$ cat src/rtl/mme_pkg.sv
package mme_pkg;

  localparam int unsigned MAX_DIM_DEF   = 8;
  localparam int unsigned FRAC_BITS_DEF = 16;

  localparam int unsigned DIM_W     = 4;
  localparam int unsigned IDX_W     = 6;
  localparam int unsigned VAL_W     = 32;
  localparam int unsigned ACC_W     = 64;
  localparam int unsigned CFG_IDX_W = 2;
  localparam int unsigned OUT_DEPTH = 4;

  localparam logic [DIM_W-1:0] DIM_RESET = 4'd8;

  typedef enum logic [1:0] {
    ACT_LOAD_A = 2'd0,
    ACT_LOAD_B = 2'd1,
    ACT_START  = 2'd2
  } action_e;

  typedef enum logic [CFG_IDX_W-1:0] {
    CFG_A_ROWS = 2'd0,
    CFG_A_COLS = 2'd1,
    CFG_B_ROWS = 2'd2,
    CFG_B_COLS = 2'd3
  } cfg_reg_e;

  typedef enum logic {
    ST_IDLE,
    ST_RUN
  } seq_state_e;

  typedef struct packed {
    logic [DIM_W-1:0] a_rows;
    logic [DIM_W-1:0] a_cols;
    logic [DIM_W-1:0] b_rows;
    logic [DIM_W-1:0] b_cols;
  } dims_t;

  // tag that travels with each multiply-accumulate slot
  typedef struct packed {
    logic valid;
    logic first;
    logic last_k;
    logic last_el;
    logic err;
  } issue_t;

  typedef struct packed {
    logic signed [VAL_W-1:0] value;
    logic                    err;
    logic                    last;
  } res_t;

  localparam logic signed [ACC_W-1:0] ACC_MAX = {1'b0, {(ACC_W-1){1'b1}}};
  localparam logic signed [ACC_W-1:0] ACC_MIN = {1'b1, {(ACC_W-1){1'b0}}};

  function automatic logic signed [ACC_W-1:0] sat_add(
    input logic signed [ACC_W-1:0] a,
    input logic signed [ACC_W-1:0] b
  );
    logic signed [ACC_W-1:0] s;
    s = a + b;
    if (!a[ACC_W-1] && !b[ACC_W-1] && s[ACC_W-1]) begin
      return ACC_MAX;
    end
    if (a[ACC_W-1] && b[ACC_W-1] && !s[ACC_W-1]) begin
      return ACC_MIN;
    end
    return s;
  endfunction

  function automatic logic [DIM_W-1:0] eff_dim(
    input logic [DIM_W-1:0] v,
    input logic [DIM_W-1:0] max_dim
  );
    if (v == '0) begin
      return DIM_W'(1);
    end
    if (v > max_dim) begin
      return max_dim;
    end
    return v;
  endfunction

endpackage

$ cat src/rtl/mme_store.sv
module mme_store #(
  parameter int unsigned DEPTH = 64,
  parameter int unsigned AW    = 6
) (
  input  logic                            clk_i,
  input  logic                            rst_ni,
  input  logic                            we_i,
  input  logic [AW-1:0]                   waddr_i,
  input  logic signed [mme_pkg::VAL_W-1:0] wdata_i,
  input  logic [AW-1:0]                   raddr_i,
  output logic signed [mme_pkg::VAL_W-1:0] rdata_o
);
  import mme_pkg::*;

  logic signed [VAL_W-1:0] mem [DEPTH];
  logic [DEPTH-1:0]        written_q;
  logic signed [VAL_W-1:0] rdata_q;
  logic                    rvalid_q;

  always_ff @(posedge clk_i) begin
    if (we_i) begin
      mem[waddr_i] <= wdata_i;
    end
    rdata_q <= mem[raddr_i];
  end

  // entries never written read as zero
  always_ff @(posedge clk_i or negedge rst_ni) begin
    if (!rst_ni) begin
      written_q <= '0;
      rvalid_q  <= 1'b0;
    end else begin
      if (we_i) begin
        written_q[waddr_i] <= 1'b1;
      end
      rvalid_q <= written_q[raddr_i];
    end
  end

  assign rdata_o = rvalid_q ? rdata_q : '0;

endmodule

$ cat config.mk
export PLATFORM = sky130hd
export DESIGN_NAME = mme_store
export DESIGN_NICKNAME = d
export VERILOG_FILES = /design/src/rtl/mme_pkg.sv /design/src/rtl/mme_store.sv
export SDC_FILE = /design/constraint.sdc
export NUM_CORES = 2
export LEC_CHECK = 0
export BUFFER_PORTS_ARGS = -buffer_cell sky130_fd_sc_hd__buf_2
export CORE_MARGIN = 2
export CORE_UTILIZATION = 29
export CTS_BUF_LIST = sky130_fd_sc_hd__clkbuf_8
export DETAILED_ROUTE_END_ITERATION = 7
export HOLD_SLACK_MARGIN = 0.12
export SLEW_MARGIN = 0
export SYNTH_ARGS = -nofsm -noshare
export SYNTH_HDL_FRONTEND = slang
export SYNTH_SLANG_ARGS = --single-unit
$ cat constraint.sdc
create_clock -name clk_i -period 1.9 [get_ports clk_i]
set_input_delay 0.38 -clock clk_i [delete_from_list [all_inputs] [get_ports clk_i]]
set_output_delay 0.38 -clock clk_i [all_outputs]
set_load 0.05 [all_outputs]
==> impl_metrics.env <==
export IMPL_netlist_area_um2=81400
export IMPL_cts_buffer_depth=4
export IMPL_cts_buffers=342
export IMPL_ant_nets=0
export IMPL_grt_max_degree=65
export IMPL_start_util_pct=29.1
export IMPL_violations="setup timing"
export IMPL_status="complete, but fails checks"
export IMPL_period_share_pct=134
export IMPL_clock_sinks=2145
export IMPL_clk_latency_ns=1.04
export IMPL_end_kind="output port"
export IMPL_dieArea_um2=285000
export IMPL_setup_ws_ns=-0.648
export IMPL_h_tree_depth=5
export IMPL_netlist_top_cells_area="edfxtp_1 (76%), mux4_2 (13%), dfrtp_1 (2.0%)"
export IMPL_ir_drop_mv=0.769
export IMPL_drc=0
export IMPL_finalSetupTns_ns=-18.46
export IMPL_cp_max_fo=32
export IMPL_slew_violations=0
export IMPL_grt_overflow_total=0
export IMPL_clk_pin_slew_ns=0.06
export IMPL_yosys_top_cells_count="edfxtp_1 (2,048), mux4_2 (462), mux2i_1 (146), clkbuf_1 (114), nor2_1 (90)"
export IMPL_core_area_um2=279000
export IMPL_startpoint_type="flip-flop"
export IMPL_synthCells=3706
export IMPL_setup_viol=41
export IMPL_avgViaCountPerCell=4.99
export IMPL_die_w_um=534
export IMPL_crit_required_ns=1.52
export IMPL_synth_area_leader_cell="edfxtp_1"
export IMPL_cts_root_buffer="clkbuf_8"
export IMPL_dp_slack_ns=-0.998
export IMPL_yosys_warnings=0
export IMPL_maxClockFrequency_mhz=392
export IMPL_maxCapViolations=0
export IMPL_drt_wl_total_um=229000
export IMPL_ys_types=37
export IMPL_io_buffers=78
export IMPL_async_reset_ff_share_pct=3.03
export IMPL_cp_arrival_ns=2.17
export IMPL_finalCriticalPeriod_ns=2.55
export IMPL_rsz0062_at_grt="yes"
export IMPL_cts_tree="built"
export IMPL_hold_viol=0
export IMPL_synth_nets=3753
export IMPL_synth_most_common_cell="edfxtp_1"
export IMPL_power_mw=95.8
export IMPL_ys_seq_elements=2145
export IMPL_synth_edf_count=2048
export IMPL_grt_pass1_wl_um=324000
export IMPL_synthFlopType="edfxtp_1"
export IMPL_synthDominantCellAreaShare_pct=75.6
export IMPL_area_growth_pct=23.4
export IMPL_track_usage_pct=15.8
export IMPL_wl_per_cell_um=26.7
export IMPL_powerDensity_nw_per_um2=954
export IMPL_layout_drive_gt1_share_pct=37.5
export IMPL_num_vias=42827
export IMPL_antenna_found_initial=17
export IMPL_min_path_type="in -> reg"
export IMPL_critical_path_class="reg -> out"
export IMPL_dieHeight_um=534
export IMPL_p_leak_nw=33.1
export IMPL_worst_pin_slew_ns=1.30
export IMPL_first_pass_iters=5
export IMPL_first_global_vias=43639
export IMPL_finClkSkew_ns=0.0738
export IMPL_finish_utilization_pct=36.0
export IMPL_place_hpwl_um=144000
export IMPL_yosysSeqAreaShare_pct=78.3
export IMPL_gp_congestion=0.803
export IMPL_syn_avg_cell_area_um2=22.0
export IMPL_n_fill_cell=25473
export IMPL_drt_initial_drc_count=5280
export IMPL_slew_headroom_pct=13.2
export IMPL_rows=194
export IMPL_ios=79
export IMPL_fin_nets=4644
## layer usage
metal	track usage, %	routed length (um)	vias to the layer above	part of all wire [%]
li1	-	-	17508	-
met1	21.8	94800	22925	41
met2	24.3	106000	2010	46
met3	4.09	21700	372	9.5
met4	5.17	6760	12	3.0
met5	0	74	-	0.032
## critical path, stage by stage, from the launching register on
cell and delay, ns:
dfrtp_2 0.37, buf_12 0.26, and2_1 0.20, buf_4 0.14, buf_4 0.19
## placed cells by master, fill, tap and decap left out, types with 11 or more instances in the layout
cell	instances
nor2_4	65
nand4_1	55
clkinv_2	29
buf_2	41
mux2i_1	146
dfxtp_1	31
buf_4	433
o22ai_1	60
nand2_1	61
edfxtp_1	2048
buf_6	20
or2_2	67
buf_12	228
mux4_2	462
a221o_1	25
nand3_1	55
inv_1	114
dfrtp_1	64
o211a_1	20
clkbuf_8	363
nor3_1	15
clkinv_1	66
and2_1	26
a21oi_1	15
a31oi_1	15
mux2_2	41
dlygate4sd3_1	29
a22oi_1	53
clkinvlp_4	11
nor2_1	22
o221ai_1	62
## stage by stage
step	hold WS (ns)	area [um^2]	cells
after floorplan	0.0844	82000	3706
after global placement	0.324	93700	7944
after detailed placement	0.329	93700	7944
after CTS	0.120	100000	8564
after global routing	0.138	100000	8572
final	0.138	100000	8574
## power by group
part / switching [mW] / internal (mW)
Combinational: 4.08 / 3.04
Sequential: 0.356 / 52.5
Clock: 17.9 / 18.0
Total: 22.4 / 73.5
## cells by family (layout without fill, tap and decap cells)
| group | Yosys count | in the layout | synth area share (%) |
|---|---|---|---|
| buf+inv | 210 | 1346 | 1.19 |
| flops | 2145 | 2145 | 78.3 |
| other cells | 0 | 8 | 0 |
| compound gates | 265 | 265 | 2.51 |
| simple gates | 430 | 430 | 2.71 |
| mux | 656 | 656 | 15.2 |
## final timing paths
kind / to / slack (ns) / startpoint / cells past startpoint
worst max register to register: rdata_q[15] / 0.01 / mem[42][15] / 5
worst max-delay path: rdata_o[10] / -0.65 / rvalid_q / 4
worst min-delay path: mem[48][8] / 0.14 / waddr_i[2] / 4
worst min register to register: written_q[10] / 0.46 / written_q[10] / 1
max in group asynchronous: written_q[22] / 1.16 / rst_ni / 4
min in group asynchronous: written_q[1] / 0.45 / rst_ni / 4
## flip-flops by register name (all words and copies together) (netlist names)
| register | count |
|---|---|
| mem | 2048 |
| rdata_q | 32 |
| rvalid_q | 1 |
| written_q | 64 |
## final cells by class
cell class	instances	area, um^2	area share [%]
sequential	2145	63800	63.5
multi-input combinational	1351	17400	17.3
timing repair buffer	756	8620	8.58
clock buffer	363	5000	4.97
tap	3724	4660	4.64
clock inverter	226	1020	1.02
antenna	8	20.0	0.0199
inverter	1	3.75	0.00374
## timing repair
item / CTS / global route
cloned: 0 / 1
pin swaps: 0 / 3
gates resized for setup: 70 / 7
hold buffers: 31 / 1
endpoints found under the setup margin: 37 / 248
endpoints found under the hold margin: 1076 / 3
setup buffers: 0 / 2
(Power assumes the default switching activity.)
