**src/rtl/mme_pkg.sv**
```systemverilog
package mme_pkg;

  localparam int unsigned MAX_DIM_DEF   = 8;
  localparam int unsigned FRAC_BITS_DEF = 16;

  localparam int unsigned DIM_W     = 4;
  localparam int unsigned IDX_W     = 6;
  localparam int unsigned VAL_W     = 32;
  localparam int unsigned ACC_W     = 64;
  localparam int unsigned CFG_IDX_W = 2;
  localparam int unsigned OUT_DEPTH = 4;

  localparam logic [DIM_W-1:0] DIM_RESET = 4'd8;

  typedef enum logic [1:0] {
    ACT_LOAD_A = 2'd0,
    ACT_LOAD_B = 2'd1,
    ACT_START  = 2'd2
  } action_e;

  typedef enum logic [CFG_IDX_W-1:0] {
    CFG_A_ROWS = 2'd0,
    CFG_A_COLS = 2'd1,
    CFG_B_ROWS = 2'd2,
    CFG_B_COLS = 2'd3
  } cfg_reg_e;

  typedef enum logic {
    ST_IDLE,
    ST_RUN
  } seq_state_e;

  typedef struct packed {
    logic [DIM_W-1:0] a_rows;
    logic [DIM_W-1:0] a_cols;
    logic [DIM_W-1:0] b_rows;
    logic [DIM_W-1:0] b_cols;
  } dims_t;

  // tag that travels with each multiply-accumulate slot
  typedef struct packed {
    logic valid;
    logic first;
    logic last_k;
    logic last_el;
    logic err;
  } issue_t;

  typedef struct packed {
    logic signed [VAL_W-1:0] value;
    logic                    err;
    logic                    last;
  } res_t;

  localparam logic signed [ACC_W-1:0] ACC_MAX = {1'b0, {(ACC_W-1){1'b1}}};
  localparam logic signed [ACC_W-1:0] ACC_MIN = {1'b1, {(ACC_W-1){1'b0}}};

  function automatic logic signed [ACC_W-1:0] sat_add(
    input logic signed [ACC_W-1:0] a,
    input logic signed [ACC_W-1:0] b
  );
    logic signed [ACC_W-1:0] s;
    s = a + b;
    if (!a[ACC_W-1] && !b[ACC_W-1] && s[ACC_W-1]) begin
      return ACC_MAX;
    end
    if (a[ACC_W-1] && b[ACC_W-1] && !s[ACC_W-1]) begin
      return ACC_MIN;
    end
    return s;
  endfunction

  function automatic logic [DIM_W-1:0] eff_dim(
    input logic [DIM_W-1:0] v,
    input logic [DIM_W-1:0] max_dim
  );
    if (v == '0) begin
      return DIM_W'(1);
    end
    if (v > max_dim) begin
      return max_dim;
    end
    return v;
  endfunction

endpackage

```
**src/rtl/mme_mac.sv**
```systemverilog
module mme_mac #(
  parameter int unsigned FRAC_BITS = 16
) (
  input  logic                             clk_i,
  input  logic                             rst_ni,
  input  mme_pkg::issue_t                  issue_i,
  input  logic signed [mme_pkg::VAL_W-1:0] a_data_i,
  input  logic signed [mme_pkg::VAL_W-1:0] b_data_i,
  output logic                             push_o,
  output mme_pkg::res_t                    res_o
);
  import mme_pkg::*;

  issue_t                  tag1_q, tag2_q, tag3_q;
  logic signed [ACC_W-1:0] prod_q, acc_q;
  logic signed [ACC_W-1:0] prod_d, acc_d, shifted;
  logic                    ovf;

  assign prod_d = a_data_i * b_data_i;
  assign acc_d  = tag2_q.first ? prod_q : sat_add(acc_q, prod_q);

  always_ff @(posedge clk_i or negedge rst_ni) begin
    if (!rst_ni) begin
      tag1_q <= '0;
      tag2_q <= '0;
      tag3_q <= '0;
    end else begin
      tag1_q <= issue_i;
      tag2_q <= tag1_q;
      tag3_q <= tag2_q;
    end
  end

  always_ff @(posedge clk_i) begin
    if (tag1_q.valid) begin
      prod_q <= prod_d;
    end
    if (tag2_q.valid) begin
      acc_q <= acc_d;
    end
  end

  assign shifted = acc_q >>> FRAC_BITS;
  assign ovf     = !(&shifted[ACC_W-1:VAL_W-1]) && (|shifted[ACC_W-1:VAL_W-1]);

  always_comb begin
    res_o = '0;
    if (tag3_q.err) begin
      res_o.err = 1'b1;
    end else if (ovf) begin
      res_o.value = shifted[ACC_W-1] ? {1'b1, {(VAL_W-1){1'b0}}} : {1'b0, {(VAL_W-1){1'b1}}};
    end else begin
      res_o.value = shifted[VAL_W-1:0];
    end
    res_o.last = tag3_q.last_el;
  end

  assign push_o = tag3_q.valid && tag3_q.last_k;

endmodule

```
**config.mk**
```make
export PLATFORM = sky130hd
export DESIGN_NAME = mme_mac
export DESIGN_NICKNAME = d
export VERILOG_FILES = /design/src/rtl/mme_pkg.sv /design/src/rtl/mme_mac.sv
export SDC_FILE = /design/constraint.sdc
export NUM_CORES = 2
export LEC_CHECK = 0
export ABC_AREA = 1
export BUFFER_PORTS_ARGS = -buffer_cell sky130_fd_sc_hd__buf_2
export CAP_MARGIN = 10
export CORE_MARGIN = 2
export CORE_UTILIZATION = 39
export CTS_CLUSTER_DIAMETER = 120
export DETAILED_ROUTE_END_ITERATION = 8
export GPL_TIMING_DRIVEN = 0
export PLACE_DENSITY = 0.6
export SLEW_MARGIN = 15
export SYNTH_ARGS = -nofsm -noshare
export SYNTH_HDL_FRONTEND = slang
export SYNTH_SLANG_ARGS = --single-unit
```
**constraint.sdc**
```tcl
create_clock -name clk_i -period 4.2 [get_ports clk_i]
set_input_delay 0.21 -clock clk_i [delete_from_list [all_inputs] [get_ports clk_i]]
set_output_delay 0.21 -clock clk_i [all_outputs]
set_load 0.05 [all_outputs]
```
==> results.txt <==
----------------------------------------------------
[STA]
  Crit path setup slack, layout ... -2.561 ns
  Setup repair after global routing missed its margin ... yes
  Setup_tns ... -111.85 ns
  Setup violations, final ... 55
  Final period util ... 161.0%
  Fin. max-slew vios ... 0
  Largest clock skew in the final design ... 0.01655 ns
  Post-layout minimum cycle time ... 6.761 ns
  Worst-Margin Slew ... 0.8912 ns
  Slew margin rel. ... 40.48%
  Count of final hold-check violations ... 0
  Timing-limited maximum frequency ... 0.1479 GHz

[Cells and area]
  Fill cell instance count of the final layout ... 12190
  Total area of multi-input combinational cells ... 40550 µm²
  Share of layout cells above drive strength 1 ... 19.40%
  Number of nets in the final layout ... 8186
  Growth of design area from synthesis to finish ... 23.31%
  Sequential Area ... 4202 µm²

[Yosys]
  Synthesized area divided by synthesized cell count ... 7.649 µm²
  Leading post-synthesis cells by cell area ... sky130_fd_sc_hd__fa_1 (44%), sky130_fd_sc_hd__inv_1 (14%), sky130_fd_sc_hd__nand2_1 (14%), sky130_fd_sc_hd__edfxtp_1 (7.8%), sky130_fd_sc_hd__ha_1 (6.3%)
  Most used DFF post-synth ... sky130_fd_sc_hd__edfxtp_1
  Post-synthesis net count ... 7851
  Post-Syn Instances ... 6447
  Synth Cell Area ... 49310 µm²
  Post-synthesis register bit count ... 142
  Share of async-settable or async-resettable flops after synthesis ... 9.859%
  Leading post-synthesis cells by instance count ... sky130_fd_sc_hd__inv_1 (1891), sky130_fd_sc_hd__nand2_1 (1774), sky130_fd_sc_hd__fa_1 (1084)
  Library cells used by synthesis ... 46
  Part of the Yosys area used for sequential elements ... 8.505%
  Number of enable flip-flop cells after synthesis ... 128
  Area share of the leading cell type in the synthesized netlist ... 44.01%
  Most numerous cell in the Yosys netlist ... sky130_fd_sc_hd__inv_1
  Synth warn ... 0
  Cell taking the most area after synthesis ... sky130_fd_sc_hd__fa_1

[Drt]
  Post-route DRC violation count ... 0
  Via count ... 43890
  Drt pass-1 iters ... 6
  Wire length after detailed routing ... 197200 µm
  Ratio of routed vias to standard cells ... 5.195
  Routed WL per cell ... 23.35 µm
  Detailed router's first-iteration violation count ... 4751
  Count of antenna-violating nets left after detailed routing ... 0

[Critical path]
  CP Data Arrival Time ... 6.95 ns
  WP data required ... 4.39 ns
  Largest stage delay on the critical path ... 0.71 ns
  Crit path capture type ... register
  Top cell by count, worst path ... sky130_fd_sc_hd__fa_1
  Cell at the slowest stage of the critical path ... sky130_fd_sc_hd__fa_2
  Critical path launch point type ... input port
  Critical path class ... in2reg
  Critical-path maximum fanout ... 7

[Place]
  Number of buffers inserted by port buffering ... 105
  GP Congestion ... 1.024
  Final HPWL from detailed placement ... 161700 µm

[Clocking]
  Total number of H-tree levels ... 4
  Library cell used as clock root buffer ... sky130_fd_sc_hd__clkbuf_16
  CTS clk-pin slew, worst paths ... 0.07 ns
  Skew-Pair Late Insertion Delay ... 0.46 ns
  Clock buffers created by TritonCTS ... 17
  Buffer depth of the longest clock path ... 2
  CTS tree ... yes
  CTS Sinks ... 142

[Die]
  Die X ... 359.6 µm
  Ports placed on the boundary ... 106
  Height of the chip ... 359.6 µm
  Core Footprint ... 125600 µm²
  Total Die Area ... 129300 µm²
  Row count ... 130
  Starting utilization of the core area ... 39.27%

[Run]
  Number of violations of the max-capacitance limit ... 0

[Global route]
  Wire length of the first global-routing pass ... 287800 µm
  GR Layer Usage met2 ... 46.52%
  Via count of the first global-routing pass ... 44640
  Total GRT Usage ... 30.32%
  GRT busiest layer ... met2
  Grt ovf ... 0
  Met3 demand-to-capacity share in global routing ... 6.623%
  GR Layer Usage met1 ... 40.00%
  Initial antenna violation count ... 8
  Largest net degree at the start of global routing ... 50

[Status]
  Result of the run ... finished with violations
  Violations in the final reports ... negative setup slack

[Min path]
  Class of the worst hold path ... in2async

----------------------------------------------------
[final timing paths]
kind	from	end	slack, ns	cells past startpoint
setup / recovery	a_data_i[31]	prod_q[63]	-2.56	29
hold / removal	rst_ni	tag1_q[4]	0.19	2
setup reg to reg	acc_q[52]	acc_q[10]	0.10	18
hold reg to reg	tag2_q[0]	tag3_q[0]	0.35	0
max in group asynchronous	rst_ni	tag2_q[4]	3.73	2
min in group clk_i	b_data_i[0]	prod_q[0]	0.26	3
[cell type report]
cell class	instances	area share [%]
Antenna cell	4	0.01646
Buffer	220	5.531
Clock buffer	18	0.7058
Clock inverter	14	0.2963
Inverter	1901	11.82
Multi-Input combinational cell	4183	66.69
Sequential cell	142	6.909
Tap cell	1650	3.395
Timing Repair Buffer	317	4.642
[metal layers]
metal	wire (µm)	up-vias
met5	25	-
met4	13460	4
met3	21700	572
met2	85950	2406
met1	76100	21790
li1	-	19120
[metrics by stage]
step	hold WS [ns]	std cells	cell area, µm²	util, %	setup slack [ns]
5_1_grt	0.2206	8447	60800	48.42	-2.768
2_1_floorplan	-0.08559	6447	51130	-	-2.566
3_3_place_gp	0.1178	8202	53720	42.78	-4.247
4_1_cts	0.1840	8305	57550	45.83	-2.607
3_5_place_dp	0.1281	8204	53780	42.83	-4.281
6_report	0.1896	8449	60810	48.43	-2.561
[state kept, by name, summed over array words and instances, names as in the netlist]
signal	count
acc_q	64
prod_q	64
tag1_q	5
tag2_q	5
tag3_q	3
res_o	1
[critical path, delay by kind of cell]
kind	cells	cell delay, ns
simple gates	6	0.49
fa+ha+maj	9	4.69
compound gates	4	0.57
buf+inv	10	0.95
[cells in the final DEF (no fill, tap or decap), types with 57 or more instances in the layout]
cell type and instances:
sky130_fd_sc_hd__inv_2 95, sky130_fd_sc_hd__fa_1 983, sky130_fd_sc_hd__nand2_2 88, sky130_fd_sc_hd__fa_2 101
sky130_fd_sc_hd__nor2_4 78, sky130_fd_sc_hd__ha_1 179, sky130_fd_sc_hd__nor2_1 197, sky130_fd_sc_hd__nand2_1 1679
sky130_fd_sc_hd__a21oi_1 165, sky130_fd_sc_hd__clkbuf_16 78, sky130_fd_sc_hd__buf_6 72, sky130_fd_sc_hd__ha_4 59
sky130_fd_sc_hd__edfxtp_1 128, sky130_fd_sc_hd__buf_2 61, sky130_fd_sc_hd__buf_4 172, sky130_fd_sc_hd__nor2_2 62
sky130_fd_sc_hd__nand3_1 132, sky130_fd_sc_hd__inv_1 1787, sky130_fd_sc_hd__a21oi_2 57
[timing repair]
item                                    4_1_cts  5_1_grt
pin swaps                                    95      307
endpoints found under the setup margin      121      120
gates cloned                                  2        5
hold buffers                                  6        0
resized for setup                           626      661
setup buffers                                61      137
hold endpoints to repair                     19        0
[cell families after synthesis]
family | synth area share (%)
AND/OR/NAND/NOR | 19.76
buffers and inverters | 16.18
AO/OA/AOI/OAI | 4.128
flip-flops | 8.505
XOR/XNOR | 1.101
adder cells (fa/ha/maj) | 50.32
Power is not shown: default switching activity piles up to over one toggle a cycle in this logic, so the estimate is an artifact.
