[src/rtl/mme_pkg.sv]
package mme_pkg;

  localparam int unsigned MAX_DIM_DEF   = 8;
  localparam int unsigned FRAC_BITS_DEF = 16;

  localparam int unsigned DIM_W     = 4;
  localparam int unsigned IDX_W     = 6;
  localparam int unsigned VAL_W     = 32;
  localparam int unsigned ACC_W     = 64;
  localparam int unsigned CFG_IDX_W = 2;
  localparam int unsigned OUT_DEPTH = 4;

  localparam logic [DIM_W-1:0] DIM_RESET = 4'd8;

  typedef enum logic [1:0] {
    ACT_LOAD_A = 2'd0,
    ACT_LOAD_B = 2'd1,
    ACT_START  = 2'd2
  } action_e;

  typedef enum logic [CFG_IDX_W-1:0] {
    CFG_A_ROWS = 2'd0,
    CFG_A_COLS = 2'd1,
    CFG_B_ROWS = 2'd2,
    CFG_B_COLS = 2'd3
  } cfg_reg_e;

  typedef enum logic {
    ST_IDLE,
    ST_RUN
  } seq_state_e;

  typedef struct packed {
    logic [DIM_W-1:0] a_rows;
    logic [DIM_W-1:0] a_cols;
    logic [DIM_W-1:0] b_rows;
    logic [DIM_W-1:0] b_cols;
  } dims_t;

  // tag that travels with each multiply-accumulate slot
  typedef struct packed {
    logic valid;
    logic first;
    logic last_k;
    logic last_el;
    logic err;
  } issue_t;

  typedef struct packed {
    logic signed [VAL_W-1:0] value;
    logic                    err;
    logic                    last;
  } res_t;

  localparam logic signed [ACC_W-1:0] ACC_MAX = {1'b0, {(ACC_W-1){1'b1}}};
  localparam logic signed [ACC_W-1:0] ACC_MIN = {1'b1, {(ACC_W-1){1'b0}}};

  function automatic logic signed [ACC_W-1:0] sat_add(
    input logic signed [ACC_W-1:0] a,
    input logic signed [ACC_W-1:0] b
  );
    logic signed [ACC_W-1:0] s;
    s = a + b;
    if (!a[ACC_W-1] && !b[ACC_W-1] && s[ACC_W-1]) begin
      return ACC_MAX;
    end
    if (a[ACC_W-1] && b[ACC_W-1] && !s[ACC_W-1]) begin
      return ACC_MIN;
    end
    return s;
  endfunction

  function automatic logic [DIM_W-1:0] eff_dim(
    input logic [DIM_W-1:0] v,
    input logic [DIM_W-1:0] max_dim
  );
    if (v == '0) begin
      return DIM_W'(1);
    end
    if (v > max_dim) begin
      return max_dim;
    end
    return v;
  endfunction

endpackage

[src/rtl/mme_ctrl.sv]
module mme_ctrl #(
  parameter int unsigned MAX_DIM = 8,
  parameter int unsigned AW      = 6
) (
  input  logic                  clk_i,
  input  logic                  rst_ni,
  input  logic                  start_i,
  input  mme_pkg::dims_t        dims_i,
  input  logic                  out_pop_i,
  output logic                  busy_o,
  output mme_pkg::issue_t       issue_o,
  output logic [AW-1:0]         a_addr_o,
  output logic [AW-1:0]         b_addr_o
);
  import mme_pkg::*;

  localparam int unsigned PEND_W = $clog2(OUT_DEPTH + 1);
  localparam logic [DIM_W-1:0] MaxDim = DIM_W'(MAX_DIM);

  seq_state_e        state_q, state_d;
  logic              err_q, err_d;
  logic [DIM_W-1:0]  r_q, r_d, c_q, c_d, k_q, k_d;
  logic [AW:0]       row_base_q, row_base_d;
  logic [AW:0]       a_addr_q, a_addr_d;
  logic [AW:0]       b_addr_q, b_addr_d;
  logic [PEND_W-1:0] pend_q, pend_d;

  logic [DIM_W-1:0]  ar, ac, br, bc;
  logic              credit;
  logic              last_k, last_c, last_r;
  issue_t            issue;

  assign ar = eff_dim(dims_i.a_rows, MaxDim);
  assign ac = eff_dim(dims_i.a_cols, MaxDim);
  assign br = eff_dim(dims_i.b_rows, MaxDim);
  assign bc = eff_dim(dims_i.b_cols, MaxDim);

  assign credit = pend_q < PEND_W'(OUT_DEPTH);
  assign last_k = k_q == ac - DIM_W'(1);
  assign last_c = c_q == bc - DIM_W'(1);
  assign last_r = r_q == ar - DIM_W'(1);

  always_ff @(posedge clk_i or negedge rst_ni) begin
    if (!rst_ni) begin
      state_q    <= ST_IDLE;
      err_q      <= 1'b0;
      r_q        <= '0;
      c_q        <= '0;
      k_q        <= '0;
      row_base_q <= '0;
      a_addr_q   <= '0;
      b_addr_q   <= '0;
      pend_q     <= '0;
    end else begin
      state_q    <= state_d;
      err_q      <= err_d;
      r_q        <= r_d;
      c_q        <= c_d;
      k_q        <= k_d;
      row_base_q <= row_base_d;
      a_addr_q   <= a_addr_d;
      b_addr_q   <= b_addr_d;
      pend_q     <= pend_d;
    end
  end

  always_comb begin
    state_d    = state_q;
    err_d      = err_q;
    r_d        = r_q;
    c_d        = c_q;
    k_d        = k_q;
    row_base_d = row_base_q;
    a_addr_d   = a_addr_q;
    b_addr_d   = b_addr_q;
    issue      = '0;
    case (state_q)
      ST_IDLE: begin
        if (start_i) begin
          err_d      = ac != br;
          r_d        = '0;
          c_d        = '0;
          k_d        = '0;
          row_base_d = '0;
          a_addr_d   = '0;
          b_addr_d   = '0;
          state_d    = ST_RUN;
        end
      end
      ST_RUN: begin
        if (err_q) begin
          if (credit) begin
            issue   = '{valid: 1'b1, first: 1'b1, last_k: 1'b1, last_el: 1'b1, err: 1'b1};
            state_d = ST_IDLE;
          end
        end else if (k_q != '0 || credit) begin
          issue = '{valid: 1'b1, first: k_q == '0, last_k: last_k,
                    last_el: last_k && last_c && last_r, err: 1'b0};
          if (last_k) begin
            k_d = '0;
            if (last_c) begin
              c_d        = '0;
              r_d        = r_q + DIM_W'(1);
              row_base_d = row_base_q + (AW+1)'(ac);
              a_addr_d   = row_base_q + (AW+1)'(ac);
              b_addr_d   = '0;
              if (last_r) begin
                state_d = ST_IDLE;
              end
            end else begin
              c_d      = c_q + DIM_W'(1);
              a_addr_d = row_base_q;
              b_addr_d = (AW+1)'(c_q) + (AW+1)'(1);
            end
          end else begin
            k_d      = k_q + DIM_W'(1);
            a_addr_d = a_addr_q + (AW+1)'(1);
            b_addr_d = b_addr_q + (AW+1)'(bc);
          end
        end
      end
      default: begin
        state_d = ST_IDLE;
      end
    endcase
  end

  // elements launched but not yet delivered; bounds the output queue
  always_comb begin
    pend_d = pend_q;
    if (issue.valid && issue.first) begin
      pend_d = pend_d + PEND_W'(1);
    end
    if (out_pop_i) begin
      pend_d = pend_d - PEND_W'(1);
    end
  end

  assign busy_o   = state_q != ST_IDLE;
  assign issue_o  = issue;
  assign a_addr_o = a_addr_q[AW-1:0];
  assign b_addr_o = b_addr_q[AW-1:0];

endmodule

[config.mk]
export PLATFORM = sky130hd
export DESIGN_NAME = mme_ctrl
export DESIGN_NICKNAME = d
export VERILOG_FILES = /design/src/rtl/mme_pkg.sv /design/src/rtl/mme_ctrl.sv
export SDC_FILE = /design/constraint.sdc
export NUM_CORES = 1
export LEC_CHECK = 0
export BUFFER_PORTS_ARGS = -buffer_cell sky130_fd_sc_hd__clkbuf_2
export CORE_ASPECT_RATIO = 0.5
export CORE_MARGIN = 2
export CORE_UTILIZATION = 52
export CTS_CLUSTER_SIZE = 30
export DETAILED_ROUTE_END_ITERATION = 16
export MAX_ROUTING_LAYER = met4
export PLACE_DENSITY = 0.77
export SETUP_SLACK_MARGIN = 0.1
export SLEW_MARGIN = 20
export SYNTH_ARGS = -nofsm -noshare
export SYNTH_HDL_FRONTEND = slang
export SYNTH_SLANG_ARGS = --single-unit
[constraint.sdc]
create_clock -name clk_i -period 2.15 [get_ports clk_i]
set_input_delay 0.215 -clock clk_i [delete_from_list [all_inputs] [get_ports clk_i]]
set_output_delay 0.215 -clock clk_i [all_outputs]
set_load 0.02 [all_outputs]
==> flow_metrics.env <==
export IMPL_die_y_um=53.6
export IMPL_p_leak_nw=1.75
export IMPL_crit_path_end_kind="primary output"
export IMPL_crit_path_max_fanout=2
export IMPL_area_delta_synth_final_pct=43.2
export IMPL_drc=0
export IMPL_antenna_found_initial=0
export IMPL_fin_ws_ps=-373
export IMPL_fillers=265
export IMPL_port_buffers=37
export IMPL_tritoncts="done"
export IMPL_ys_top_cells_by_area="dfrtp_1 34%, ha_1 8.8%, xor2_1 5.5%"
export IMPL_layout_common_cells="56 x buf_4, 33 x dfrtp_1, 32 x clkbuf_2"
export IMPL_nets=410
export IMPL_synth_largest_area_cell="dfrtp_1"
export IMPL_period_needed_ps=2520
export IMPL_rsz0062_at_grt="yes"
export IMPL_grt_use_total_pct=29.3
export IMPL_numClockSinks=35
export IMPL_final_antenna_net_count=0
export IMPL_numCtsBuffers=5
export IMPL_drt_iter0_markers=206
export IMPL_synth_top_area_share_pct=34.2
export IMPL_critical_path_class="in2out"
export IMPL_setup_violations_final=11
export IMPL_hpwl_um=5000
export IMPL_synth_fa_ha_area_share_pct=10.4
export IMPL_worst_endpoint_arrival_ps=2310
export IMPL_synth_top_family_by_area="compound AO/OA/AOI/OAI gates"
export IMPL_place_congestion=0.904
export IMPL_hold_ws_ps=27.8
export IMPL_layout_commonest_cell="buf_4"
export IMPL_tightest_slew_ps=920
export IMPL_synth_seq_area_share_pct=34.2
export IMPL_max_cap_violations=0
export IMPL_synthArstFlopShare_pct=100
export IMPL_io_pins=38
export IMPL_synth_flop_cell="dfrtp_1"
export IMPL_die_width_um=103
export IMPL_synth_area_um2=2560
export IMPL_synth_cell_type_count=62
export IMPL_drive_gt1_share_pct=42.6
export IMPL_fin_crit_sh_pct=117
export IMPL_cp_required_ps=1930
export IMPL_power_density_nw_per_um2=1190
export IMPL_clock_fmax_ghz=0.396
export IMPL_clock_skew_ps=6.86
export IMPL_slew_limit_headroom_pct=38.7
export IMPL_viasPerCell=6.03
export IMPL_cts_path_max_buffers=2
export IMPL_wl_um=8510
export IMPL_drt_pass1_iter_count=5
export IMPL_p_total_mw=4.36
export IMPL_yosysWarnings=0
export IMPL_ir_worst_vdd_mv=0.978
export IMPL_hold_class="in2async"
export IMPL_synth_edf_count=0
export IMPL_grt_first_pass_wirelength_um=11400
export IMPL_grt_max_degree=36
export IMPL_die_area_um2=5530
export IMPL_cp_start_kind="primary input"
export IMPL_clkTransAtPathRegs_ps=80
export IMPL_pre_cts_ws_ps=-277
export IMPL_holdBufCountCts=0
export IMPL_synth_xor_area_share_pct=9.88
export IMPL_synth_compound_area_share_pct=21.4
export IMPL_post_route_util_pct=80.5
export IMPL_finalHoldViolCount=0
export IMPL_first_global_vias=2363
export IMPL_ys_ff_latch=35
export IMPL_syn_inst=275
export IMPL_wire_per_inst_um=19.5
export IMPL_yosys_area_share_simple_pct=18.6
export IMPL_synth_mux_area_share_pct=1.17
export IMPL_grt_overflow=0
export IMPL_clock_insertion_delay_worst_skew_ps=300
export IMPL_status="complete, but fails checks"
export IMPL_core_um2=4550
export IMPL_slew_viol_final=0
export IMPL_row_count=17
export IMPL_vias=2634
export IMPL_ctsHtreeMaxLevel=2
export IMPL_initial_core_util_pct=56.2
export IMPL_synth_area_per_cell_um2=9.30
export IMPL_syn_nets=315
export IMPL_violations="negative setup slack"
export IMPL_root_buffer="clkbuf_8"
export IMPL_antenna_cells=0
## worst max-delay path, cell delays in order
cell and delay [ps]:
clkbuf_2 100, o21bai_4 170, and2b_1 190, inv_2 90, ha_4 210, xor2_1 170
nand2b_1 130, or3_4 410, nor4_4 310, o21a_2 200, buf_8 110
## cell type report
cell class / instances / area (um2) / area share, %
timing repair buffer: 98 / 708 / 19.3
multi-input combinational: 215 / 1840 / 50.2
inverter: 15 / 56.3 / 1.54
clock buffer: 8 / 100 / 2.73
tap: 66 / 82.6 / 2.25
sequential: 35 / 878 / 24.0
## cell usage after synthesis (8+ instances only)
| library cell | count |
|---|---|
| nand3_1 | 8 |
| xor2_1 | 16 |
| o21ai_0 | 10 |
| inv_1 | 15 |
| nand2_1 | 24 |
| a21oi_1 | 11 |
| xnor2_1 | 11 |
| buf_2 | 8 |
| dfrtp_1 | 35 |
| nor2_1 | 24 |
| ha_1 | 18 |
## layer usage
metal / GRT usage [%] / wire, um
met2: 43.7 / 3830
met3: 6.75 / 917
met1: 38.8 / 3590
met5: - / 0
met4: 12.5 / 172
## power breakdown
group          internal [mW]  switching (mW)  total [mW]
Sequential             0.848           0.261        1.11
Clock                  0.293           0.265       0.558
Combinational           1.20            1.50        2.69
Total                   2.34            2.02        4.36
## stage by stage
| stage | cell area, um2 | TNS [ps] | instances |
|---|---|---|---|
| after floorplan | 2570 | -26.8 | 275 |
| after global placement | 3110 | -2420 | 411 |
| after detailed placement | 3110 | -4000 | 411 |
| after CTS | 3440 | -210 | 431 |
| after global routing | 3660 | -1800 | 437 |
| final | 3660 | -979 | 437 |
## sequential cells by signal (all words and copies together), names as in the netlist
name and cells:
err_q 1, r_q 4, pend_q 3, a_addr_q 6
busy_o 1, c_q 4, b_addr_q 6, k_q 4
row_base_q 6
## path summary, 6_finish.rpt
kind / start / cells past startpoint / slack, ps / endpoint
hold reg to reg: row_base_q[3] / 1 / 540 / row_base_q[3]
setup reg to reg: k_q[0] / 8 / 70 / b_addr_q[0]
setup / recovery: dims_i[8] / 11 / -370 / issue_o[1]
min in group clk_i: out_pop_i / 2 / 160 / pend_q[1]
hold / removal: rst_ni / 1 / 30 / pend_q[0]
max in group asynchronous: rst_ni / 1 / 1480 / k_q[0]
## cell families after synthesis
group                    after synthesis
AND/OR/NAND/NOR                       93
AO/OA/AOI/OAI                         71
flip-flops                            35
XOR/XNOR                              28
buffers and inverters                 25
adder cells (fa/ha/maj)               20
multiplexers                           3
## repair_timing
item | CTS | global route
hold endpoints to repair | 0 | 0
buffers inserted | 15 | 9
endpoints found under the setup margin | 7 | 33
gates resized for setup | 28 | 40
pin swaps | 23 | 21
(Power assumes the default switching activity.)
