<file path="config.mk">
export PLATFORM = sky130hd
export DESIGN_NAME = mme_ofifo
export DESIGN_NICKNAME = d
export VERILOG_FILES = /design/src/rtl/mme_pkg.sv /design/src/rtl/mme_ofifo.sv
export SDC_FILE = /design/constraint.sdc
export NUM_CORES = 1
export LEC_CHECK = 0
export BUFFER_PORTS_ARGS = -buffer_cell sky130_fd_sc_hd__buf_2
export CORE_ASPECT_RATIO = 1.2
export CORE_MARGIN = 10
export CORE_UTILIZATION = 51
export DETAILED_ROUTE_END_ITERATION = 6
export PLACE_DENSITY_LB_ADDON = 0.1
export SKIP_LAST_GASP = 1
export SLEW_MARGIN = 10
export SYNTH_ARGS = -nofsm -noshare
export SYNTH_HDL_FRONTEND = slang
export SYNTH_SLANG_ARGS = --single-unit
</file>
<file path="constraint.sdc">
create_clock -name clk_i -period 1.87 [get_ports clk_i]
set_clock_uncertainty 0.2 [all_clocks]
set_input_delay 0.0935 -clock clk_i [delete_from_list [all_inputs] [get_ports clk_i]]
set_output_delay 0.0935 -clock clk_i [all_outputs]
set_load 0.02 [all_outputs]
</file>
<file path="src/rtl/mme_pkg.sv">
package mme_pkg;

  localparam int unsigned MAX_DIM_DEF   = 8;
  localparam int unsigned FRAC_BITS_DEF = 16;

  localparam int unsigned DIM_W     = 4;
  localparam int unsigned IDX_W     = 6;
  localparam int unsigned VAL_W     = 32;
  localparam int unsigned ACC_W     = 64;
  localparam int unsigned CFG_IDX_W = 2;
  localparam int unsigned OUT_DEPTH = 4;

  localparam logic [DIM_W-1:0] DIM_RESET = 4'd8;

  typedef enum logic [1:0] {
    ACT_LOAD_A = 2'd0,
    ACT_LOAD_B = 2'd1,
    ACT_START  = 2'd2
  } action_e;

  typedef enum logic [CFG_IDX_W-1:0] {
    CFG_A_ROWS = 2'd0,
    CFG_A_COLS = 2'd1,
    CFG_B_ROWS = 2'd2,
    CFG_B_COLS = 2'd3
  } cfg_reg_e;

  typedef enum logic {
    ST_IDLE,
    ST_RUN
  } seq_state_e;

  typedef struct packed {
    logic [DIM_W-1:0] a_rows;
    logic [DIM_W-1:0] a_cols;
    logic [DIM_W-1:0] b_rows;
    logic [DIM_W-1:0] b_cols;
  } dims_t;

  // tag that travels with each multiply-accumulate slot
  typedef struct packed {
    logic valid;
    logic first;
    logic last_k;
    logic last_el;
    logic err;
  } issue_t;

  typedef struct packed {
    logic signed [VAL_W-1:0] value;
    logic                    err;
    logic                    last;
  } res_t;

  localparam logic signed [ACC_W-1:0] ACC_MAX = {1'b0, {(ACC_W-1){1'b1}}};
  localparam logic signed [ACC_W-1:0] ACC_MIN = {1'b1, {(ACC_W-1){1'b0}}};

  function automatic logic signed [ACC_W-1:0] sat_add(
    input logic signed [ACC_W-1:0] a,
    input logic signed [ACC_W-1:0] b
  );
    logic signed [ACC_W-1:0] s;
    s = a + b;
    if (!a[ACC_W-1] && !b[ACC_W-1] && s[ACC_W-1]) begin
      return ACC_MAX;
    end
    if (a[ACC_W-1] && b[ACC_W-1] && !s[ACC_W-1]) begin
      return ACC_MIN;
    end
    return s;
  endfunction

  function automatic logic [DIM_W-1:0] eff_dim(
    input logic [DIM_W-1:0] v,
    input logic [DIM_W-1:0] max_dim
  );
    if (v == '0) begin
      return DIM_W'(1);
    end
    if (v > max_dim) begin
      return max_dim;
    end
    return v;
  endfunction

endpackage

</file>
<file path="src/rtl/mme_ofifo.sv">
module mme_ofifo (
  input  logic          clk_i,
  input  logic          rst_ni,
  input  logic          push_i,
  input  mme_pkg::res_t data_i,
  input  logic          pop_i,
  output logic          valid_o,
  output mme_pkg::res_t data_o
);
  import mme_pkg::*;

  localparam int unsigned PW = $clog2(OUT_DEPTH);

  res_t          buf_q [OUT_DEPTH];
  logic [PW-1:0] wr_q, rd_q;
  logic [PW:0]   cnt_q;

  always_ff @(posedge clk_i) begin
    if (push_i) begin
      buf_q[wr_q] <= data_i;
    end
  end

  always_ff @(posedge clk_i or negedge rst_ni) begin
    if (!rst_ni) begin
      wr_q  <= '0;
      rd_q  <= '0;
      cnt_q <= '0;
    end else begin
      if (push_i) begin
        wr_q <= wr_q + PW'(1);
      end
      if (pop_i) begin
        rd_q <= rd_q + PW'(1);
      end
      cnt_q <= cnt_q + (PW+1)'(push_i) - (PW+1)'(pop_i);
    end
  end

  assign valid_o = cnt_q != '0;
  assign data_o  = buf_q[rd_q];

endmodule

</file>
==> results of run 1 <==
logic make-up (layout without fill, tap and decap cells):
group / count (synthesis) / count (layout) / synth area share (%)
muxes: 34 / 34 / 14.8
AOI/OAI and AO/OA: 1 / 1 / 0.0936
adders and majority gates: 7 / 7 / 1.78
and+or+nand+nor: 7 / 7 / 0.726
xor gates and xnor gates: 5 / 5 / 0.820
buffers and inverters: 14 / 168 / 2.13
DFF: 143 / 143 / 79.7
metal layers:
| layer | vias to the layer above | GRT usage [%] |
|---|---|---|
| li1 | 1166 | - |
| met1 | 1350 | 15.9 |
| met2 | 67 | 23.1 |
| met3 | 8 | 5.42 |
| met4 | 0 | 4.45 |
| met5 | - | 0 |
final cells by class:
class	count	share of cell area, %
Clock buffer	22	6.15
Clock inverter	9	1.96
Inverter	6	0.312
Multi-Input combinational cell	54	13.4
Sequential cell	143	59.0
Tap cell	126	2.18
Timing Repair Buffer	131	17.0
state kept, by name (all words and copies together), names as in the netlist:
name	cells
wr_q	2
rd_q	2
buf_q	136
cnt_q	3
cell usage in the layout (no fill, tap or decap), types with 2 or more instances in the layout:
| master | netlist | routed |
|---|---|---|
| edfxtp_1 | 136 | 136 |
| buf_2 | 4 | 41 |
| dlygate4sd3_1 | 0 | 38 |
| mux4_2 | 28 | 34 |
| buf_6 | 1 | 29 |
| clkbuf_16 | 0 | 18 |
| buf_4 | 0 | 12 |
| buf_12 | 3 | 8 |
| inv_1 | 6 | 6 |
| ha_1 | 6 | 5 |
| clkbuf_1 | 0 | 5 |
| dfrtp_1 | 7 | 5 |
| and2_2 | 0 | 4 |
| bufinv_16 | 0 | 4 |
| clkinv_1 | 0 | 3 |
| xnor2_1 | 2 | 2 |
| xor2_1 | 3 | 2 |
| nand2_1 | 2 | 2 |
| clkinv_2 | 0 | 2 |
| dfrtp_2 | 0 | 2 |
repair_timing:
action,CTS,global route
endpoints found under the hold margin,148,0
gates resized for setup,40,32
setup endpoints to repair,34,35
cloned,1,1
setup buffers,2,3
hold buffers,38,0
pin swaps,0,2
per-stage QoR:
stage | TNS [ps] | area [µm²]
3_5_place_dp | 0 | 5980
3_3_place_gp | 0 | 5980
6_report | -5110 | 7220
2_1_floorplan | 0 | 5350
5_1_grt | -7150 | 7220
4_1_cts | -6110 | 7080
worst max-delay path by stage:
| stage | from | slack, ps | endpoint |
|---|---|---|---|
| after detailed placement | cnt_q[0] | 50 | cnt_q[2] |
| after floorplan | cnt_q[0] | 100 | cnt_q[2] |
| final | rd_q[0] | -180 | data_o[24] |
| after global routing | rd_q[0] | -240 | data_o[5] |
| after global placement | cnt_q[0] | 80 | cnt_q[2] |
| after CTS | rd_q[0] | -240 | data_o[28] |
power by group through the flow:
stage	clock network (mW)	registers [mW]	logic, mW
2_1_floorplan	0	4.37	2.40
3_3_place_gp	0	4.46	3.46
3_5_place_dp	0	4.49	3.48
4_1_cts	3.39	4.42	4.06
5_1_grt	3.55	4.47	4.67
6_report	3.33	4.41	4.37
worst max-delay path, cell delays in order, from the launching register on:
cell and delay, ps:
dfrtp_2 380, buf_12 150, clkbuf_16 160, mux4_2 510
buf_6 150
==> results.md, run 1 <==
* Switching power share of the total at between 20 and 30%
* Worst-Margin Slew at around 340 ps
* Die width at approximately 110 µm
* Max-Slew Margin vs Limit at 77.4%
* Hold WC Path Type: primary input to flip-flop
* Mapped Area at 5340 µm²
* Synth Flop Type: edfxtp_1
* Hold EP: rd_q[0]
* Nets at ~400
* Clock Tree Root: clkbuf_16
* Finished Layout Cells at 491
* Number of port buffers at 72
* Unrepaired setup endpoints after global routing: true
* Cell variety after synth at 16
* GRT overflow at 0
* Final Hold Fails at 0
* Routed Antenna Nets at 0
* Commonest cells post-synth: edfxtp_1 (136), mux4_2 (28), dfrtp_1 (7)
* Standby leakage power at around 2.6 nW
* Internal power at 8.71 mW
* HP Start: pop_i
* Power, Total at between 10 and 15 mW
* Worst r2r src: cnt_q[0]
* Fillers at 612
* Most frequent cell after synthesis: edfxtp_1
* CTS Buf Count at 17
* Sw power at about 3.4 mW
* Post-place setup slack at slightly below 50 ps
* Final worst slack at -180 ps
* Drt first-iter violations at 125
* Pwr Density at 1680 nW/µm²
* Met1 Routed Length at ~3900 µm
* Worst vdd ir at a little over 0.0009 V
* Met2 routed WL at roughly 5400 µm
* CTS tree: built
* CTS Sinks at roughly 140
* CTS max path bufs at 2
* GRT Overall Usage at roughly 14%
* IO Count at 73
* Max Cap Violations at 0
* Standard-cell rows at 40
* Core area at 10100 µm²
* Endpoints failing setup at 34
* Reg area at between 4000 and 5000 µm²
* #FFs+latches synth at between 100 and 150
* Wire length per cell at about 20 µm
* Antenna Cells at 0
* Worst path required time at ~1600 ps
* R2R depth at 7
* Period utilization at 110%
* First-pass GRT wire length at around 16000 µm
* Syn Nets at between 200 and 300
* Area leader, netlist: edfxtp_1
* Vias in the first global route at 2933
* Vias at approximately 2600
* H-tree levels at 4
* Die area at 15000 µm²
* Worst Hold Depth at 3
* Reg-to-reg critical path endpoint: cnt_q[2]
* Synth Instances at between 200 and 250
* Cell Count Post-Placement at ~420
* Synth area leaders: edfxtp_1 (76%), mux4_2 (12%), dfrtp_1 (3.3%)
* Area added between synthesis and finish at 35.2%
* Final core occ at about 70%
* Remaining routing DRC violations at 0
* Setup crit start kind: flip-flop
* WP data arrival at roughly 1800 ps
* Max Slew Vio Count at 0
* F_max at approximately 500 MHz
* Status: finished, violations left
* Multi-input logic area at 966 µm²
* Combinational share of power at between 30% and 40%
* Worst reg2reg setup slack at about 70 ps
* Post-synth EDFFs at roughly 140
* Largest net degree at the start of global routing at 25
* Initial antenna violation count at 0
* Met3 WL post-DR at ~460 µm
* Failing checks: negative setup slack
* Die Y at around 130 µm
* Crit Path Class: flip-flop to output port
* Final HPWL DP at around 6000 µm
* Sequential area share after synthesis at between 70% and 80%
* Worst hold slack at roughly 230 ps
* Seq pwr share at between 30% and 40%
* Crit end category: output port
* DRT Wirelength at 9900 µm
* Clk pin slew, worst setup/hold paths at about 50 ps
* Via density at roughly 5.3
* Clock power share at approximately 28%
* RD Place Congestion at between 0.6 and 0.7
* Layout cells sized above 1 at between 40% and 50%
* Max layer used: met4
* Synth top area share at 76.4%
* Min Tclk post-route at roughly 2100 ps
* Initial Utilization at approximately 53%
* Synthesized area per cell at between 20 and 30 µm²
* First drt pass iteration count at 4
* Async S/R FF share, synth at ~4.9%
* Ys Warns at 0
* Worst-Skew Late Latency at 410 ps
* Crit Path Max Fanout at 6
Power figures use the tool's default switching activity.
==> run 2: changes to the inputs <==
- ABC_AREA: default -> 1
- CORE_UTILIZATION: 51 -> 52
==> run 2 against run 1 <==
The flow still finishes with violations (negative setup slack). First-iteration DRC count up 71%. Synthesized cell count increased to 2.7 times the previous value. Non-clock buffer count up 5. Maximum frequency up 9.6%. Routed wire length is 38% higher. Global-route usage up 2.5 points. Register-to-register slack gained 30 ps. Critical path depth grew 2. Clock power barely moved. Sequential share of layout area shrank 6.0 points. Core utilization shrank 1.6 points. Sequential cell count did not move.
==> results.md, run 2 <==
* H-tree levels at 4
* Reg area at between 4000 and 5000 µm²
* Worst path required time at ~1600 ps
* Endpoints failing setup at 1
* CTS Sinks at around 140
* Most frequent cell after synthesis: nand2_1
* Die area at approximately 17000 µm²
* RD Place Congestion at just under 0.8
* CTS tree: built
* Final core occ at a little over two thirds
* Vias at 4191
* Mux share of post-synthesis cell area at 0%
* Combinational family with the most area after synthesis: simple AND/OR/NAND/NOR gates
* Post-Synth XOR/XNOR Area at less than 1%
* Standard-cell rows at 43
* Routed Antenna Nets at 0
* Max-Slew Margin vs Limit at between 70% and 80%
* Post-synthesis adder-cell area fraction at 1.56%
* Crit Path Class: flip-flop to output port
* Post-Synth Simple-Gate Area at between 15 and 20%
* CTS Buf Count at 17
* Synth top area share at 66.8%
* Synth Instances at 578
* CTS max path bufs at 2
* Worst r2r src: cnt_q[0]
* Multi-input logic area at 1190 µm²
* GRT overflow at 0
* Synth Area in Compound Gates at less than 1%
* Crit Path Max Fanout at 6
* Finished Layout Cells at approximately 900
* Commonest cells post-synth: nand2_1 (181), inv_1 (148), edfxtp_1 (136)
* Area added between synthesis and finish at 31.6%
* Drt first-iter violations at approximately 210
* Die width at approximately 120 µm
* First-pass GRT wire length at 21400 µm
* Die Y at 139 µm
* #FFs+latches synth at between 100 and 150
* Commonest non-fill, non-tap cell in the layout: nand2_1
* Status: finished, violations left
* Syn Nets at 623
* Wire length per cell at roughly 16 µm
* DRT Wirelength at between 10000 and 15000 µm
* Placed cell areas at roughly 6700 µm²
* GRT Overall Usage at between 10% and 20%
* Worst-Margin Slew at around 340 ps
* Initial antenna violation count at 1
* Largest net degree at the start of global routing at 41
* Standby leakage power at roughly 3.7 nW
* Worst vdd ir at 0.000959 V
* Period utilization at 100%
* Crit end category: output port
* Synthesized area per cell at 10.6 µm²
* Clk pin slew, worst setup/hold paths at 60 ps
* Remaining routing DRC violations at 0
* Via density at approximately 4.8
* Power, Total at 13.2 mW
* Worst-Skew Late Latency at about 410 ps
* F_max at 535 MHz
* Synth Flop Type: edfxtp_1
* Cell variety after synth at 14
* IO Count at 73
* Unrepaired setup endpoints after global routing: true
* Ys Warns at 0
* Final Hold Fails at 0
* Min Tclk post-route at 1870 ps
* Sequential area share after synthesis at between 60 and 70%
* Layout cells sized above 1 at between 20% and 30%
* Mapped Area at ~6100 µm²
* WP data arrival at 1580 ps
* Vias in the first global route at around 4300
* Post-route cell area at between 8000 and 9000 µm²
* Cell Count Post-Placement at 800
* Area leader, netlist: edfxtp_1
* Async S/R FF share, synth at between 4 and 5%
* HP Start: data_i[26]
* Hold WC Path Type: primary input to flip-flop
* Commonest non-fill, non-tap cells in the layout: nand2_1 (171), inv_1 (144), edfxtp_1 (136)
* Pwr Density at ~1600 nW/µm²
* Max Cap Violations at 0
* Clock Tree Root: clkbuf_16
* Max reg flops at about 140
* Synth area leaders: edfxtp_1 (67%), nand2_1 (11%), inv_1 (9.1%)
* Post-synth EDFFs at between 100 and 150
* Biggest regs: buf_q x136, cnt_q x3
* Setup crit start kind: flip-flop
* First drt pass iteration count at 7
* Failing checks: negative setup slack
* Critical path startpoint: rd_q[0]
* Worst hold slack at 227 ps
* Final worst slack at -0.721 ps
* Max Slew Vio Count at 0
* Number of port buffers at a little over 70
* Nets at between 700 and 800
* Final HPWL DP at 7700 µm
* Initial Utilization at a little over half
* Core area at between 10000 and 15000 µm²
* Fillers at about 840
* Most flop-heavy register: buf_q
==> run 2: cell count changes after synthesis, sizes merged, moves of 4 or more <==
cell and delta:
and2 -4, nand2 +179, mux4 -34, buf +13, inv +144, nand3 +70
==> run 2: per-layer routing <==
| metal | global-route usage [%] | share of wire (%) | vias to the layer above |
|---|---|---|---|
| li1 | - | - | 2066 |
| met1 | 19.1 | 41 | 1977 |
| met2 | 28.0 | 52 | 134 |
| met3 | 4.64 | 5.5 | 14 |
| met4 | 5.73 | 1.1 | 0 |
| met5 | 0 | 0 | - |
==> run 2: path summary, 6_finish.rpt <==
kind | cells past startpoint | slack, ps | endpoint
hold reg to reg | 2 | 280 | cnt_q[2]
min in group asynchronous | 3 | 450 | wr_q[0]
hold / removal | 2 | 230 | buf_q[0][26]
setup / recovery | 6 | -0.7 | data_o[7]
setup reg to reg | 9 | 100 | cnt_q[2]
max in group asynchronous | 3 | 750 | rd_q[0]
==> run 2: through the flow <==
stage	TNS, ps	setup slack [ps]
CTS	-31.1	-25.0
global route	-1840	-76.4
floorplan	0	21.5
detailed placement	0	59.5
finish	-0.721	-0.721
global placement	0	124
==> run 2: critical path, stage by stage, from the launching register on <==
cell       delay (ps)
dfrtp_2           470
buf_6             170
clkbuf_16         160
nand2_2            70
nand3_2            80
nand2_2            90
buf_6             120
==> run 2: layout make-up <==
type                            instances  share of cell area, %
Antenna cell                            1                 0.0311
Clock buffer                           18                   5.33
Clock inverter                         14                   1.96
Inverter                              150                   7.23
Multi-Input combinational cell        262                   14.8
Sequential cell                       143                   53.0
Tap cell                              157                   2.44
Timing Repair Buffer                  136                   15.2
==> run 2: power by group <==
part	total, mW	switching, mW	internal [mW]	leakage, nW
logic	5.54	3.36	2.18	2.13
clock network	3.31	1.33	1.98	0.267
registers	4.40	0.195	4.20	1.33
==> run 2: cells by family after synthesis <==
logic type                 count (synthesis)
adders and majority gates                  7
AOI/OAI and AO/OA                          1
DFF                                      143
and+or+nand+nor                          251
buffers and inverters                    173
xor gates and xnor gates                   3
==> run 2: what timing repair did <==
action,4_1_cts,5_1_grt
setup buffers,5,0
cloned,1,5
pin swaps,2,6
hold endpoints to repair,148,0
endpoints found under the setup margin,34,35
resized for setup,29,28
hold buffers,38,0
==> run 3: changes to the inputs <==
- CORE_MARGIN: 10 -> 2
==> run 3 against run 2 <==
Largest cell class unchanged. Via count is 1.5% higher. Worst setup slack worse by 16 ps. Final cell count is 0.34% higher. The flow still finishes with violations (negative setup slack).
==> results.md, run 3 (synthesis results as in run 2) <==
* Failing checks: negative setup slack
* Commonest non-fill, non-tap cell in the layout: inv_1
* CP bufs+invs at 4
* GRT overflow at 0
* Slowest CP cell: dfrtp_2
* Max-Slew Margin vs Limit at 76.3%
* Worst-Skew Late Latency at around 410 ps
* Final worst slack at -16.5 ps
* Initial antenna violation count at 0
* Crit Path Max Fanout at 7
* Worst reg2reg setup slack at between 100 and 150 ps
* Crit path max-delay family: buffers and inverters
* Layout cells sized above 1 at between 30% and 40%
* Largest net degree at the start of global routing at 41
* Worst path cell trace: buf_12, clkinv_8, clkbuf_16, nand2_4, nand3_2, nand2_2, buf_6
* F_max at between 500 and 600 MHz
* Initial Utilization at 53.1%
* Pwr Density at 1720 nW/µm²
* First-pass GRT wire length at 19100 µm
* Biggest regs: buf_q x136, cnt_q x3
* Max incr delay on CP at ~370 ps
* Worst vdd ir at 0.000925 V
* Reg-to-reg critical path endpoint: cnt_q[2]
* Endpoints failing setup at 2
* Die Y at 123 µm
* Standard-cell rows at 43
* Status: finished, violations left
* Vias in the first global route at 4093
* Die area at 12600 µm²
* Global routing usage on met1 at between 20% and 30%
* Multi-input logic area at between 1500 and 2000 µm²
* WP data arrival at 1590 ps
* Remaining routing DRC violations at 0
* Clk pin slew, worst setup/hold paths at roughly 60 ps
* Commonest non-fill, non-tap cells in the layout: inv_1 (142), edfxtp_1 (136), nand2_1 (125)
* Max Cap Violations at 0
* Vias at about 4300
* IO Count at 73
* H-tree levels at 4
* Fillers at between 700 and 800
* Drt first-iter violations at between 200 and 300
* Standby leakage power at just under 4 nW
* Setup crit start kind: flip-flop
* Worst path required time at ~1600 ps
* Worst r2r src: cnt_q[0]
* Worst-Margin Slew at 356 ps
* Max Slew Vio Count at 0
* Number of port buffers at just over 70
* Final HPWL DP at between 7000 and 8000 µm
* Unrepaired setup endpoints after global routing: true
* Crit Path Class: flip-flop to output port
* Core area at roughly 12000 µm²
* Wire length per cell at about 16 µm
* R2R depth at 9
* Most flop-heavy register: buf_q
* Die width at around 100 µm
* Min Tclk post-route at about 1900 ps
* Power, Total at 14.8 mW
* Routed Antenna Nets at 0
* Crit end category: output port
* Clock Tree Root: clkbuf_16
* Worst Hold Depth at 2
* GR Util met3 at 4.67%
* CTS Buf Count at 17
* Final core occ at 74.9%
* Hold EP: buf_q[0][18]
* Reg area at between 4000 and 5000 µm²
* CTS max path bufs at 2
* GRT Overall Usage at between 20% and 30%
* CTS tree: built
* Antenna Cells at 0
* Max reg flops at 136
* Hold WC Path Type: primary input to flip-flop
* RD Place Congestion at roughly 0.8
* Met2 GRT Util at 35.3%
* First drt pass iteration count at 5
* CTS Sinks at roughly 140
* Global route hottest layer: met2
* Period utilization at 101%
* Final Hold Fails at 0
* HP Start: data_i[18]
* Area added between synthesis and finish at 41.2%
* Nets at 759
* DRT Wirelength at about 14000 µm
* Via density at about 4.8
## run 3: worst max-delay path by stage
stage / startpoint / to / cells past startpoint
4_1_cts: rd_q[0] / data_o[30] / 6
5_1_grt: rd_q[0] / data_o[29] / 7
3_5_place_dp: cnt_q[0] / cnt_q[2] / 9
3_3_place_gp: cnt_q[0] / cnt_q[2] / 9
6_report: rd_q[0] / data_o[33] / 7
2_1_floorplan: wr_q[0] / buf_q[3][0] / 3
## run 3: per-stage QoR
| stage | hold WS [ps] | area [µm²] | std cells | worst slack (ps) | setup TNS (ps) |
|---|---|---|---|---|---|
| detailed placement | -259 | 6720 | 800 | 57.8 | 0 |
| floorplan | -402 | 6120 | 578 | 21.5 | 0 |
| CTS | 216 | 7780 | 873 | -48.0 | -269 |
| global route | 244 | 8630 | 884 | -55.9 | -723 |
| finish | 237 | 8630 | 884 | -16.5 | -22.2 |
| global placement | -264 | 6720 | 800 | 130 | 0 |
## run 3: report_power, final
| part | total (mW) | leakage, nW | internal [mW] | switching, mW |
|---|---|---|---|---|
| Combinational | 6.87 | 2.33 | 2.92 | 3.95 |
| Sequential | 4.38 | 1.33 | 4.21 | 0.174 |
| Clock | 3.55 | 0.302 | 2.34 | 1.21 |
| Total | 14.8 | 3.96 | 9.47 | 5.33 |
## run 3: layout make-up
| class | count | area share, % |
|---|---|---|
| inverter | 150 | 6.87 |
| tap | 157 | 2.28 |
| timing repair buffer | 139 | 16.4 |
| sequential | 143 | 49.4 |
| clock buffer | 18 | 4.97 |
| timing repair inverter | 1 | 0.189 |
| multi-input combinational | 262 | 17.7 |
| clock inverter | 14 | 2.28 |
## run 3: layer usage
layer | vias up | wire length [µm]
met5 | - | 0
met4 | 0 | 159
met3 | 15 | 689
met2 | 114 | 7470
met1 | 2051 | 5580
li1 | 2074 | -
## run 3: timing repair
action | 4_1_cts | 5_1_grt
buffers inserted | 2 | 2
setup endpoints to repair | 30 | 35
pin swaps | 0 | 32
hold endpoints to repair | 148 | 0
gates cloned | 1 | 11
resized for setup | 6 | 184
hold buffers | 38 | 0
